**config.mk**
```make
export PLATFORM = sky130hd
export DESIGN_NAME = threshold_despeckle_binary_map
export DESIGN_NICKNAME = d
export VERILOG_FILES = /design/src/tdbm_pkg.sv /design/src/tdbm_front.sv /design/src/tdbm_queue.sv /design/src/tdbm_back.sv /design/src/threshold_despeckle_binary_map.sv
export SDC_FILE = /design/constraint.sdc
export NUM_CORES = 1
export LEC_CHECK = 0
export BUFFER_PORTS_ARGS = -buffer_cell sky130_fd_sc_hd__buf_2
export CORE_ASPECT_RATIO = 0.8
export CORE_MARGIN = 4
export CORE_UTILIZATION = 62
export DETAILED_ROUTE_END_ITERATION = 10
export PLACE_DENSITY = 0.81
export SYNTH_ARGS = -nofsm -noshare
export SYNTH_HDL_FRONTEND = slang
export SYNTH_SLANG_ARGS = --single-unit
```
**constraint.sdc**
```tcl
create_clock -name clk_i -period 4.47 [get_ports clk_i]
set_input_delay 0.6705 -clock clk_i [delete_from_list [all_inputs] [get_ports clk_i]]
set_output_delay 0.6705 -clock clk_i [all_outputs]
set_load 0.01 [all_outputs]
```
**src/tdbm_pkg.sv**
```systemverilog
// shared constants and types of the threshold and despeckle binary map
`default_nettype none
package tdbm_pkg;

  localparam int WIDTH  = 32;
  localparam int HEIGHT = 32;

  localparam int POS_W  = 5;
  localparam int DATA_W = 8;
  localparam int COL_W  = ($clog2(WIDTH) > POS_W) ? $clog2(WIDTH) : POS_W;
  localparam int ROW_W  = ($clog2(HEIGHT) > POS_W) ? $clog2(HEIGHT) : POS_W;

  localparam int SR_LEN = 2 * WIDTH + 3;

  localparam int Q_DEPTH = 4;
  localparam int Q_PTR_W = $clog2(Q_DEPTH);
  localparam int Q_CNT_W = $clog2(Q_DEPTH + 1);

  localparam logic [DATA_W-1:0] THR_RESET    = DATA_W'(128);
  localparam logic [POS_W-1:0]  LAST_COL_POS = POS_W'(WIDTH - 1);
  localparam logic [POS_W-1:0]  LAST_ROW_POS = POS_W'(HEIGHT - 1);

  typedef struct packed {
    logic              land_bit;
    logic              emit_a;
    logic              emit_b;
    logic              left_edge;
    logic              top_edge;
    logic              last;
    logic [POS_W-1:0]  col_a;
    logic [POS_W-1:0]  row;
  } queue_entry_t;

endpackage
`default_nettype wire

```
**src/tdbm_front.sv**
```systemverilog
// front end: threshold register, raster counters, end of frame flush items
`default_nettype none
module tdbm_front (
  input  wire logic                       clk_i,
  input  wire logic                       rst_ni,
  input  wire logic                       cfg_valid_i,
  input  wire logic [tdbm_pkg::DATA_W-1:0] cfg_data_i,
  input  wire logic                       in_valid_i,
  output logic                            in_stall_o,
  input  wire logic [tdbm_pkg::DATA_W-1:0] height_sample_i,
  input  wire logic                       q_full_i,
  output logic                            push_o,
  output tdbm_pkg::queue_entry_t          push_entry_o
);
  import tdbm_pkg::*;

  logic [DATA_W-1:0] thr_q;
  logic [COL_W-1:0]  col_q, col_d;
  logic [ROW_W-1:0]  row_q, row_d;
  logic              flush_q, flush_d;
  logic              accept;
  logic              has_upper;
  logic              end_col;
  logic [COL_W-1:0]  col_m1;
  logic [ROW_W-1:0]  row_m1;

  assign in_stall_o = q_full_i | flush_q;
  assign accept     = in_valid_i & ~in_stall_o;
  assign push_o     = accept | (flush_q & ~q_full_i);

  assign end_col   = (col_q == COL_W'(WIDTH - 1));
  assign has_upper = flush_q | (row_q != '0);
  assign col_m1    = col_q - COL_W'(1);
  assign row_m1    = row_q - ROW_W'(1);

  always_comb begin
    push_entry_o.land_bit  = accept & (height_sample_i > thr_q);
    push_entry_o.emit_a    = has_upper & (col_q != '0);
    push_entry_o.emit_b    = has_upper & end_col;
    push_entry_o.left_edge = (col_q == COL_W'(1));
    push_entry_o.top_edge  = ~flush_q & (row_q == ROW_W'(1));
    push_entry_o.last      = flush_q & end_col;
    push_entry_o.col_a     = col_m1[POS_W-1:0];
    push_entry_o.row       = flush_q ? LAST_ROW_POS : row_m1[POS_W-1:0];
  end

  always_comb begin
    col_d   = col_q;
    row_d   = row_q;
    flush_d = flush_q;
    if (push_o) begin
      if (end_col) begin
        col_d = '0;
        if (flush_q) begin
          flush_d = 1'b0;
        end else if (row_q == ROW_W'(HEIGHT - 1)) begin
          row_d   = '0;
          flush_d = 1'b1;
        end else begin
          row_d = row_q + ROW_W'(1);
        end
      end else begin
        col_d = col_q + COL_W'(1);
      end
    end
  end

  always_ff @(posedge clk_i or negedge rst_ni) begin
    if (!rst_ni) begin
      thr_q   <= THR_RESET;
      col_q   <= '0;
      row_q   <= '0;
      flush_q <= 1'b0;
    end else begin
      if (cfg_valid_i) begin
        thr_q <= cfg_data_i;
      end
      col_q   <= col_d;
      row_q   <= row_d;
      flush_q <= flush_d;
    end
  end

endmodule
`default_nettype wire

```
**src/tdbm_queue.sv**
```systemverilog
// short fifo of classified items between front and back
`default_nettype none
module tdbm_queue (
  input  wire logic                   clk_i,
  input  wire logic                   rst_ni,
  input  wire logic                   push_i,
  input  wire tdbm_pkg::queue_entry_t push_entry_i,
  output logic                        full_o,
  input  wire logic                   pop_i,
  output logic                        valid_o,
  output tdbm_pkg::queue_entry_t      pop_entry_o
);
  import tdbm_pkg::*;

  queue_entry_t      mem_q [Q_DEPTH];
  logic [Q_PTR_W-1:0] wr_ptr_q;
  logic [Q_PTR_W-1:0] rd_ptr_q;
  logic [Q_CNT_W-1:0] cnt_q;
  logic               do_push;
  logic               do_pop;

  assign full_o      = (cnt_q == Q_CNT_W'(Q_DEPTH));
  assign valid_o     = (cnt_q != '0);
  assign pop_entry_o = mem_q[rd_ptr_q];
  assign do_push     = push_i & ~full_o;
  assign do_pop      = pop_i & valid_o;

  always_ff @(posedge clk_i) begin
    if (do_push) begin
      mem_q[wr_ptr_q] <= push_entry_i;
    end
  end

  always_ff @(posedge clk_i or negedge rst_ni) begin
    if (!rst_ni) begin
      wr_ptr_q <= '0;
      rd_ptr_q <= '0;
      cnt_q    <= '0;
    end else begin
      if (do_push) begin
        wr_ptr_q <= wr_ptr_q + Q_PTR_W'(1);
      end
      if (do_pop) begin
        rd_ptr_q <= rd_ptr_q + Q_PTR_W'(1);
      end
      if (do_push && !do_pop) begin
        cnt_q <= cnt_q + Q_CNT_W'(1);
      end else if (do_pop && !do_push) begin
        cnt_q <= cnt_q - Q_CNT_W'(1);
      end
    end
  end

endmodule
`default_nettype wire

```
**src/tdbm_back.sv**
```systemverilog
// back end: two-row shift line, neighbor check, result output register
`default_nettype none
module tdbm_back (
  input  wire logic                   clk_i,
  input  wire logic                   rst_ni,
  input  wire logic                   q_valid_i,
  input  wire tdbm_pkg::queue_entry_t q_entry_i,
  output logic                        pop_o,
  output logic                        out_valid_o,
  input  wire logic                   out_stall_i,
  output logic                        land_o,
  output logic [tdbm_pkg::POS_W-1:0]  column_o,
  output logic [tdbm_pkg::POS_W-1:0]  row_o,
  output logic                        last_of_frame_o
);
  import tdbm_pkg::*;

  logic [SR_LEN-1:0] sr_q;
  queue_entry_t      cur_q;
  logic              pend_a_q;
  logic              pend_b_q;
  logic              out_valid_q;
  logic              land_q;
  logic [POS_W-1:0]  col_q;
  logic [POS_W-1:0]  row_q;
  logic              last_q;

  logic              out_free;
  logic              emit_now;
  logic              stage_free;
  logic              keep_a;
  logic              keep_b;
  logic              res_land;
  logic [POS_W-1:0]  res_col;
  logic              res_last;

  // center of the first emission is sr bit WIDTH+1, of the second sr bit WIDTH
  assign keep_a = sr_q[WIDTH+1] & (
      (~cur_q.top_edge & ~cur_q.left_edge & sr_q[2*WIDTH+2]) |
      (~cur_q.top_edge & sr_q[2*WIDTH+1]) |
      (~cur_q.top_edge & sr_q[2*WIDTH]) |
      (~cur_q.left_edge & sr_q[WIDTH+2]) |
      sr_q[WIDTH] |
      (~cur_q.left_edge & sr_q[2]) |
      sr_q[1] |
      sr_q[0]);

  assign keep_b = sr_q[WIDTH] & (
      (~cur_q.top_edge & sr_q[2*WIDTH+1]) |
      (~cur_q.top_edge & sr_q[2*WIDTH]) |
      sr_q[WIDTH+1] |
      sr_q[1] |
      sr_q[0]);

  assign out_free   = ~out_valid_q | ~out_stall_i;
  assign emit_now   = out_free & (pend_a_q | pend_b_q);
  assign stage_free = ~(pend_a_q | pend_b_q) | (emit_now & ~(pend_a_q & pend_b_q));
  assign pop_o      = q_valid_i & stage_free;

  assign res_land = pend_a_q ? keep_a : keep_b;
  assign res_col  = pend_a_q ? cur_q.col_a : LAST_COL_POS;
  assign res_last = ~pend_a_q & cur_q.last;

  always_ff @(posedge clk_i) begin
    if (pop_o) begin
      sr_q  <= {sr_q[SR_LEN-2:0], q_entry_i.land_bit};
      cur_q <= q_entry_i;
    end
    if (emit_now) begin
      land_q <= res_land;
      col_q  <= res_col;
      row_q  <= cur_q.row;
      last_q <= res_last;
    end
  end

  always_ff @(posedge clk_i or negedge rst_ni) begin
    if (!rst_ni) begin
      pend_a_q    <= 1'b0;
      pend_b_q    <= 1'b0;
      out_valid_q <= 1'b0;
    end else begin
      if (pop_o) begin
        pend_a_q <= q_entry_i.emit_a;
        pend_b_q <= q_entry_i.emit_b;
      end else if (emit_now) begin
        if (pend_a_q) begin
          pend_a_q <= 1'b0;
        end else begin
          pend_b_q <= 1'b0;
        end
      end
      if (emit_now) begin
        out_valid_q <= 1'b1;
      end else if (!out_stall_i) begin
        out_valid_q <= 1'b0;
      end
    end
  end

  assign out_valid_o     = out_valid_q;
  assign land_o          = land_q;
  assign column_o        = col_q;
  assign row_o           = row_q;
  assign last_of_frame_o = last_q;

endmodule
`default_nettype wire

```
**src/threshold_despeckle_binary_map.sv**
```systemverilog
// top level: threshold and isolated pixel removal over a raster frame
// throughput: one sample per cycle while the queue is not full;
//   input stalls while WIDTH flush items follow the last sample of a frame
// a pixel's result leaves through the queue, shift line and output register
// reset: threshold returns to 128, position counters and queue are cleared
`default_nettype none
module threshold_despeckle_binary_map (
  input  wire logic                       clk_i,
  input  wire logic                       rst_ni,
  input  wire logic                       cfg_valid_i,
  output logic                            cfg_ready_o,
  input  wire logic [tdbm_pkg::DATA_W-1:0] land_threshold_i,
  input  wire logic                       in_valid_i,
  output logic                            in_stall_o,
  input  wire logic [tdbm_pkg::DATA_W-1:0] height_sample_i,
  output logic                            out_valid_o,
  input  wire logic                       out_stall_i,
  output logic                            land_o,
  output logic [tdbm_pkg::POS_W-1:0]      column_o,
  output logic [tdbm_pkg::POS_W-1:0]      row_o,
  output logic                            last_of_frame_o
);
  import tdbm_pkg::*;

  logic         q_full;
  logic         push;
  queue_entry_t push_entry;
  logic         pop;
  logic         q_valid;
  queue_entry_t pop_entry;

  assign cfg_ready_o = 1'b1;

  tdbm_front u_front (
    .clk_i           (clk_i),
    .rst_ni          (rst_ni),
    .cfg_valid_i     (cfg_valid_i),
    .cfg_data_i      (land_threshold_i),
    .in_valid_i      (in_valid_i),
    .in_stall_o      (in_stall_o),
    .height_sample_i (height_sample_i),
    .q_full_i        (q_full),
    .push_o          (push),
    .push_entry_o    (push_entry)
  );

  tdbm_queue u_queue (
    .clk_i        (clk_i),
    .rst_ni       (rst_ni),
    .push_i       (push),
    .push_entry_i (push_entry),
    .full_o       (q_full),
    .pop_i        (pop),
    .valid_o      (q_valid),
    .pop_entry_o  (pop_entry)
  );

  tdbm_back u_back (
    .clk_i           (clk_i),
    .rst_ni          (rst_ni),
    .q_valid_i       (q_valid),
    .q_entry_i       (pop_entry),
    .pop_o           (pop),
    .out_valid_o     (out_valid_o),
    .out_stall_i     (out_stall_i),
    .land_o          (land_o),
    .column_o        (column_o),
    .row_o           (row_o),
    .last_of_frame_o (last_of_frame_o)
  );

endmodule
`default_nettype wire

```
After elaboration in Yosys (flattened, before gate mapping)
Memories as Yosys holds them, arrays and structs flattened.
Index checks and enable logic that the tools add are counted.

storage, ports and cells
  RAM bits = 64
  memories = 1
  register bits = 121
  word-level logic and storage cells = 115
  input bits = 21
  output and inout port bits = 15

memory list
  name           words  width  rd ports  clocked after Yosys merged registers in  wr ports  line              text
  u_queue.mem_q  4      16     1         0                                        1         tdbm_queue.sv:15  queue_entry_t mem_q [Q_DEPTH];

cells by class
  bitwise operators = 49
  mux-type cells = 17
  reduce and logical (&&, ||, !) cells = 12
  add/subtract/negate cells = 8
  order comparisons = 1
  equality and inequality tests = 7

operators with widths
  cell                   number
  $and A1 B1 Y1          22
  $or A1 B1 Y1           17
  $mux W5                3
  $mux W1                12
  $add A5 B1 Y5 const B  2
  $eq A5 B1 Y1 const B   2
  $eq A5 B5 Y1 const B   2
  $not A1 Y1             10
  $reduce_bool A5 Y1     2
  $sub A5 B1 Y5 const B  2
  $gt A8 B8 Y1           1
  $mux W3                2
  $add A2 B1 Y2 const B  2
  $reduce_and A2 Y1      2
  $reduce_bool A2 Y1     2
  $add A3 B1 Y3 const B  1
  $eq A3 B3 Y1 const B   1
  $reduce_and A3 Y1      1
  $reduce_bool A3 Y1     1
  $sub A3 B1 Y3 const B  1
  $logic_and A1 B1 Y1    2
  $logic_not A1 Y1       2
  $ne A2 B1 Y1 const B   1
  $ne A2 B2 Y1 const B   1

Longest topological paths before layout
Gate-level depths: netlist of run 1.

  depth in word-level cells = 12
  mapped depth = 9
  depth with buffers taken out = 9

Hierarchy
Synthesis of run 1 repeated with hierarchy kept, for this count alone.

second synthesis, totals
  cells, all modules = 392
  area, all modules = 7060.5 um2

modules (own cells, without submodules)
  module                          instances  seq. area each (um2)  cells an instance  area an instance (um2)
  tdbm_back                       1          2837.7                125                3025.4
  tdbm_queue                      1          2097.0                120                2743.9
  tdbm_front                      1          476.7                 145                1280.0
  threshold_despeckle_binary_map  1          0.0                   2                  11.3

Worst setup path before layout of run 1
No wires, ideal clock.

  path type = input port to flip-flop
  from = in out_stall_i
  to = reg u_queue.rd_ptr_q[1]
  buffers on the path = 0
  cell stages on the path = 5
  arrival time = 2.948 ns
  setup time = 0.126 ns
  setup slack = 1.396 ns
  data required time = 4.344 ns
  cells stage by stage = a22oi_1 > o32ai_1 > inv_1 > nand2_1 > xnor2_1

on the way
  cells in the longest elaborated chain, start to end = 7

RTL lines
  element                 line                                  text
  start: declaration      threshold_despeckle_binary_map.sv:17  input wire logic out_stall_i,
  $not A1 Y1              tdbm_back.sv:55                       assign out_free = ~out_valid_q | ~out_stall_i;
  $or A1 B1 Y1            tdbm_back.sv:55
  $and A1 B1 Y1           tdbm_back.sv:56                       assign emit_now = out_free & (pend_a_q | pend_b_q);
  $and A1 B1 Y1           tdbm_back.sv:57                       assign stage_free = ~(pend_a_q | pend_b_q) | (emit_now & ~(pend_a_q & pend_b_q));
  $or A1 B1 Y1            tdbm_back.sv:57
  $and A1 B1 Y1           tdbm_back.sv:58                       assign pop_o = q_valid_i & stage_free;
  net pop                 threshold_despeckle_binary_map.sv:28  logic pop;
  $and A1 B1 Y1           tdbm_queue.sv:26                      assign do_pop = pop_i & valid_o;
  end signal: assignment  tdbm_queue.sv:44                      rd_ptr_q <= rd_ptr_q + Q_PTR_W'(1);
  end: declaration        tdbm_queue.sv:17                      logic [Q_PTR_W-1:0] rd_ptr_q;

The timed path passes the listed nets, and every way through them passes these cells.
A chain may end at the register's enable or synchronous reset.

Worst setup path after layout of run 1
  from = reg u_back.pend_a_q
  to = reg u_back.sr_q[27], enable pin

on the way
  cells in the longest elaborated chain, start to end = 5

RTL lines
  element                                        line                                  text
  start: declaration                             tdbm_back.sv:20                       logic pend_a_q;
  start signal: assignment                       tdbm_back.sv:84                       pend_a_q <= q_entry_i.emit_a;
  $or A1 B1 Y1 or $and A1 B1 Y1 (tied branches)  tdbm_back.sv:56, tdbm_back.sv:57
  $and A1 B1 Y1 or $not A1 Y1 (tied branches)    tdbm_back.sv:56, tdbm_back.sv:57
  $and A1 B1 Y1                                  tdbm_back.sv:57
  $or A1 B1 Y1 *                                 tdbm_back.sv:57
  $and A1 B1 Y1 *                                tdbm_back.sv:58
  net pop                                        threshold_despeckle_binary_map.sv:28
  end signal: assignment                         tdbm_back.sv:66                       sr_q <= {sr_q[SR_LEN-2:0], q_entry_i.land_bit};
  end: declaration                               tdbm_back.sv:18                       logic [SR_LEN-1:0] sr_q;

The timed path passes the listed nets; every way through them passes the cells marked *.

==> impl_metrics.ini, run 1 <==
[detailed_routing]
routed_wl_mm = 11.4
drtAntennaViolNets = 0
wl_per_cell_um = 19.5
drt_iter0_markers = 234
drtPass1Iterations = 5
num_vias = 3311
viasPerCell = 5.65
drc = 0

[clock_network]
cts_sinks = 185
post_cts_resized = 0
cts_buffers = 17
clkTransAtPathRegs_ns = 0.07
cts_setup_buffers = 0
cts_tree = done
cts_root_buf = clkbuf_16
clkLatencyLatePin_ns = 0.42
cts_hold_buf = 0
cts_buffer_depth = 2
htreeDepth = 4

[synth]
ys_types = 46
synth_area_mm2 = 0.00700
async_flop_share_pct = 15.7
synth_flop_cell = edfxtp_1
avgSynthCellArea_um2 = 18.2
syn_inst = 385
synth-seq-cells = 185
synth-edff-count = 156
syn_nets = 429
ys_warn_count = 0
ys_seq_area_share_pct = 77.4

[sta]
fin_crit_sh_pct = 57.0
min_period_ns = 2.55
drv_slew = 0
clock.fmax_ghz = 0.392
setup_viol = 0
rsz0062_at_grt = false
worst_slack_ns = 1.92
fin_tns_setup_ns = 0
finalHoldViolCount = 0
tightest_slew_ns = 1.08
timing.slew.headroom_pct = 28.2
skew_ns = 0.00905

[setup_path]
required_ns = 4.52
critPathMaxFanout = 56
critPathCaptureType = flip-flop
critical_path_class = flip-flop to flip-flop
cp-start-kind = flip-flop
cp.arrival_ns = 2.60
rr_worst_depth = 4

[final_layout]
diodes = 0
fill_cells = 650
nets = 473
final_cell_mix = 156 x edfxtp_1, 34 x buf_2, 28 x dfrtp_1
drive_gt1_share_pct = 20.8
final_common_cell = edfxtp_1
area_delta_synth_final_pct = 12.4

[run]
cap_violations = 0

[floorplanning]
start_util_pct = 64.0
die_h_um = 103
dieWidth_um = 127
core_area_mm2 = 0.0109
rows = 34
io_pins = 36
die_area_mm2 = 0.0131

[placement]
numPortBuffers = 34
routabilityCongestion = 0.800
post-place-ws_ns = 1.74
dp_hpwl_mm = 6.95

[global_route]
grt_overflow = 0
antenna_found_initial = 0
gr-usage-all-layers_pct = 19.5
grt_pass1_wl_mm = 18.6
grt_max_degree = 57
grt_pass1_vias = 3449

[status]
run_status = complete, no violations

[power_and_ir_drop]
power.static_leakage_nw = 2.86
p_per_area_mw_per_mm2 = 728
p_total_mw = 5.72
vdd_ir_drop_max_mv = 0.366

[worst_hold_path]
hp-class = primary input to asynchronous set/reset pin
==> routing by layer <==
metal | up-vias | routed length [um] | track usage (%) | part of all wire [%]
met2 | 91 | 5750 | 31.5 | 50
met4 | 0 | 199 | 8.99 | 1.7
met1 | 1652 | 4950 | 25.8 | 43
met5 | - | 0 | 0 | 0
met3 | 18 | 519 | 4.71 | 4.5
li1 | 1550 | - | - | -
==> power breakdown <==
| group | total [mW] | leakage [nW] | internal [mW] | switching, mW |
|---|---|---|---|---|
| clock network | 1.40 | 0.262 | 0.773 | 0.624 |
| registers | 3.17 | 1.78 | 2.81 | 0.351 |
| logic | 1.16 | 0.818 | 0.454 | 0.705 |
==> cell usage after synthesis (6+ instances only) <==
cell type | count | area (um2)
mux4_2 | 16 | 360
inv_1 | 20 | 75.1
and2_1 | 7 | 43.8
ha_1 | 22 | 275
dfrtp_1 | 28 | 701
xnor2_1 | 7 | 61.3
edfxtp_1 | 156 | 4680
o21ai_0 | 17 | 85.1
nand2_1 | 19 | 71.3
nand2b_1 | 13 | 81.3
a21oi_1 | 7 | 35.0
clkbuf_1 | 6 | 22.5
nor2_1 | 12 | 45.0
==> cells by family after synthesis <==
kind of cell	after synthesis	share of synthesized area (%)
xor gates and xnor gates	11	1.38
adders and majority gates	23	4.22
muxes	20	5.80
other	1	0.0536
and+or+nand+nor	73	5.74
DFF	185	77.4
buffers and inverters	32	1.88
AOI/OAI and AO/OA	40	3.58
==> per-stage QoR <==
stage / hold slack, ns / util (%) / cell area [um2] / cells
2_1_floorplan: 0.375 / - / 7000 / 385
3_3_place_gp: 0.404 / 66.8 / 7310 / 554
3_5_place_dp: 0.405 / 66.8 / 7310 / 554
4_1_cts: 0.305 / 71.9 / 7860 / 586
5_1_grt: 0.330 / 71.9 / 7860 / 586
6_report: 0.296 / 71.9 / 7860 / 586
==> sequential cells by signal (all words and copies together) (netlist names), 3 cells and up <==
register / count
u_back.sr_q: 67
u_queue.cnt_q: 3
u_front.row_q: 5
u_front.col_q: 5
u_back.row_o: 5
u_front.thr_q: 8
u_back.cur_q: 13
u_back.column_o: 5
u_queue.mem_q: 64
==> worst paths after layout <==
kind / to / start / slack (ns)
setup / recovery: u_back.sr_q[27] / u_back.pend_a_q / 1.92
hold / removal: u_front.row_q[4] / rst_ni / 0.30
setup reg to reg: u_back.sr_q[27] / u_back.pend_a_q / 1.92
hold reg to reg: u_back.sr_q[64] / u_back.sr_q[63] / 0.42
max in group asynchronous: u_front.col_q[3] / rst_ni / 3.72
min in group clk_i: u_back.sr_q[64] / u_back.sr_q[63] / 0.42
==> final cells by class <==
| class | count | area, um2 | area share [%] |
|---|---|---|---|
| flip-flops and latches | 185 | 5410 | 68.8 |
| inverters | 21 | 78.8 | 1.00 |
| multi-input cells | 168 | 1450 | 18.5 |
| clock buffers | 19 | 433 | 5.51 |
| well taps | 144 | 180 | 2.29 |
| repair buffers | 36 | 185 | 2.36 |
| clock inverters | 13 | 121 | 1.54 |
==> critical path, stage by stage, from the launching register on <==
cell	delay, ns
dfrtp_1	0.55
nor2_1	0.26
o32ai_1	0.20
inv_2	0.49
buf_4	0.65
Note: power is estimated with default switching activity, not from simulation.
==> inputs of run 2 (changes only) <==
--- a/config.mk
+++ b/config.mk
@@ -8,9 +8,9 @@
 export BUFFER_PORTS_ARGS = -buffer_cell sky130_fd_sc_hd__buf_2
 export CORE_ASPECT_RATIO = 0.8
 export CORE_MARGIN = 4
-export CORE_UTILIZATION = 62
+export CORE_UTILIZATION = 54
 export DETAILED_ROUTE_END_ITERATION = 10
-export PLACE_DENSITY = 0.81
+export PLACE_DENSITY = 0.74
 export SYNTH_ARGS = -nofsm -noshare
 export SYNTH_HDL_FRONTEND = slang
 export SYNTH_SLANG_ARGS = --single-unit
==> constraint.sdc (replaced) <==
create_clock -name clk_i -period 2.1 [get_ports clk_i]
set_input_delay 0.315 -clock clk_i [delete_from_list [all_inputs] [get_ports clk_i]]
set_output_delay 0.315 -clock clk_i [all_outputs]
set_load 0.01 [all_outputs]
==> impl_metrics.ini, run 2 (synthesis gave the netlist of run 1 again) <==
[status]
run_status = complete, no violations

[clock_network]
cts_buffers = 17
cts_tree = done
cts_setup_buffers = 0
cts_root_buf = clkbuf_16
cts_buffer_depth = 2
clkLatencyLatePin_ns = 0.43
htreeDepth = 4
cts_sinks = 185
clkTransAtPathRegs_ns = 0.07

[sta]
hold_ws_ns = 0.0909
setup_viol = 0
finalHoldViolCount = 0
skew_ns = 0.00845
fin_tns_setup_ns = 0
worst_slack_ns = 0.0805
fin_crit_sh_pct = 96.2
tightest_slew_ns = 0.662
timing.slew.headroom_pct = 55.9
min_period_ns = 2.02
drv_slew = 0
clock.fmax_ghz = 0.495

[worst_hold_path]
hold_start = land_threshold_i[7]
hold_path_end = u_front.thr_q[7]
hp-class = primary input to flip-flop
min_path_cells = 3

[final_layout]
finish.instance_area_mm2 = 0.00815
nets = 495
final_cell_mix = 156 x edfxtp_1, 34 x buf_2, 27 x dfrtp_1
top_register = u_back.sr_q
regArea_mm2 = 0.00541
area_delta_synth_final_pct = 16.5
fill_cells = 880
multi_input_area_mm2 = 0.00148
final_common_cell = edfxtp_1
top_regs = u_back.sr_q (67), u_queue.mem_q (64), u_back.cur_q (13)
fin_cells = 635
fin_util_pct = 65.5
diodes = 0
drive_gt1_share_pct = 25.0
largest_reg_flops = 67

[detailed_routing]
drc = 0
drt_iter0_markers = 162
num_vias = 3352
drtPass1Iterations = 4
drtAntennaViolNets = 0
viasPerCell = 5.28
routed_wl_mm = 11.0
wl_per_cell_um = 17.3

[floorplanning]
die_h_um = 110
rows = 36
dieWidth_um = 135
start_util_pct = 56.3
core_area_mm2 = 0.0124
io_pins = 36
die_area_mm2 = 0.0149

[setup_path]
critPathCaptureType = flip-flop
required_ns = 2.41
critical_path_class = flip-flop to flip-flop
rr_worst_depth = 7
cp-start-kind = flip-flop
cp.arrival_ns = 2.33
timing.rr.end = u_queue.cnt_q[1]
startpoint = u_queue.cnt_q[0]
critPathMaxFanout = 3
r2r_setup_slack_ns = 0.08
reg2reg_from = u_queue.cnt_q[0]

[global_route]
antenna_found_initial = 0
grt_pass1_vias = 3333
grt_overflow = 0
grt_max_degree = 45
grt_pass1_wl_mm = 17.8
gr-usage-all-layers_pct = 16.5

[placement]
routabilityCongestion = 0.799
post-place-ws_ns = 0.0427
place_area_mm2 = 0.00756
dp_hpwl_mm = 7.05
dp_cells = 602
numPortBuffers = 34

[power_and_ir_drop]
vdd_ir_drop_max_mv = 0.826
power.static_leakage_nw = 3.00
p_per_area_mw_per_mm2 = 1550
p_total_mw = 12.7

[run]
cap_violations = 0
run 2: cell count changes in the layout (fill, tap and decap cells not counted), sizes merged:
| cell | delta |
|---|---|
| buf | +21 |
| clkinv | +3 |
| inv | -2 |
| bufinv | +1 |
| clkbuf | -1 |
| clkinvlp | -1 |
| dlygate4sd3 | +1 |
run 2: how the worst max path moves through the flow:
stage / endpoint / depth (start not counted)
floorplan: u_back.pend_a_q / 3
global placement: u_queue.cnt_q[1] / 7
detailed placement: u_queue.cnt_q[1] / 7
CTS: u_queue.cnt_q[1] / 7
global route: u_queue.cnt_q[2] / 8
finish: u_queue.cnt_q[1] / 7
run 2: routing by layer:
layer / GRT usage (%) / wire (um) / vias up
met5: 0 / 0 / -
met4: 5.76 / 117 / 0
met3: 5.08 / 574 / 10
met2: 25.7 / 5260 / 75
met1: 22.6 / 5050 / 1687
li1: - / - / 1580
run 2: critical path, stage by stage (launching register included):
cell and delay [ns]:
dfrtp_2 0.40, or3b_4 0.42, o21ai_4 0.09, inv_2 0.06, ha_2 0.18, inv_1 0.07, fa_1 0.42, mux2_2 0.27
run 2: layout make-up:
class / instances / share of cell area, %
Clock buffer: 18 / 5.27
Sequential cell: 185 / 66.4
Tap cell: 171 / 2.63
Timing Repair Buffer: 58 / 4.64
Clock inverter: 14 / 1.83
Inverter: 21 / 1.01
Multi-Input combinational cell: 168 / 18.2
run 2: power by group:
part | internal, mW | total (mW) | switching, mW | leakage (nW)
clock network | 1.76 | 3.10 | 1.34 | 0.280
registers | 5.97 | 6.48 | 0.508 | 1.78
logic | 1.28 | 3.07 | 1.79 | 0.935
run 2: what timing repair did:
| action | in CTS | in global routing |
|---|---|---|
| hold endpoints to repair | 28 | 0 |
| hold buffers | 1 | 0 |
| endpoints found under the setup margin | 0 | 2 |
| resized for setup | 0 | 1 |
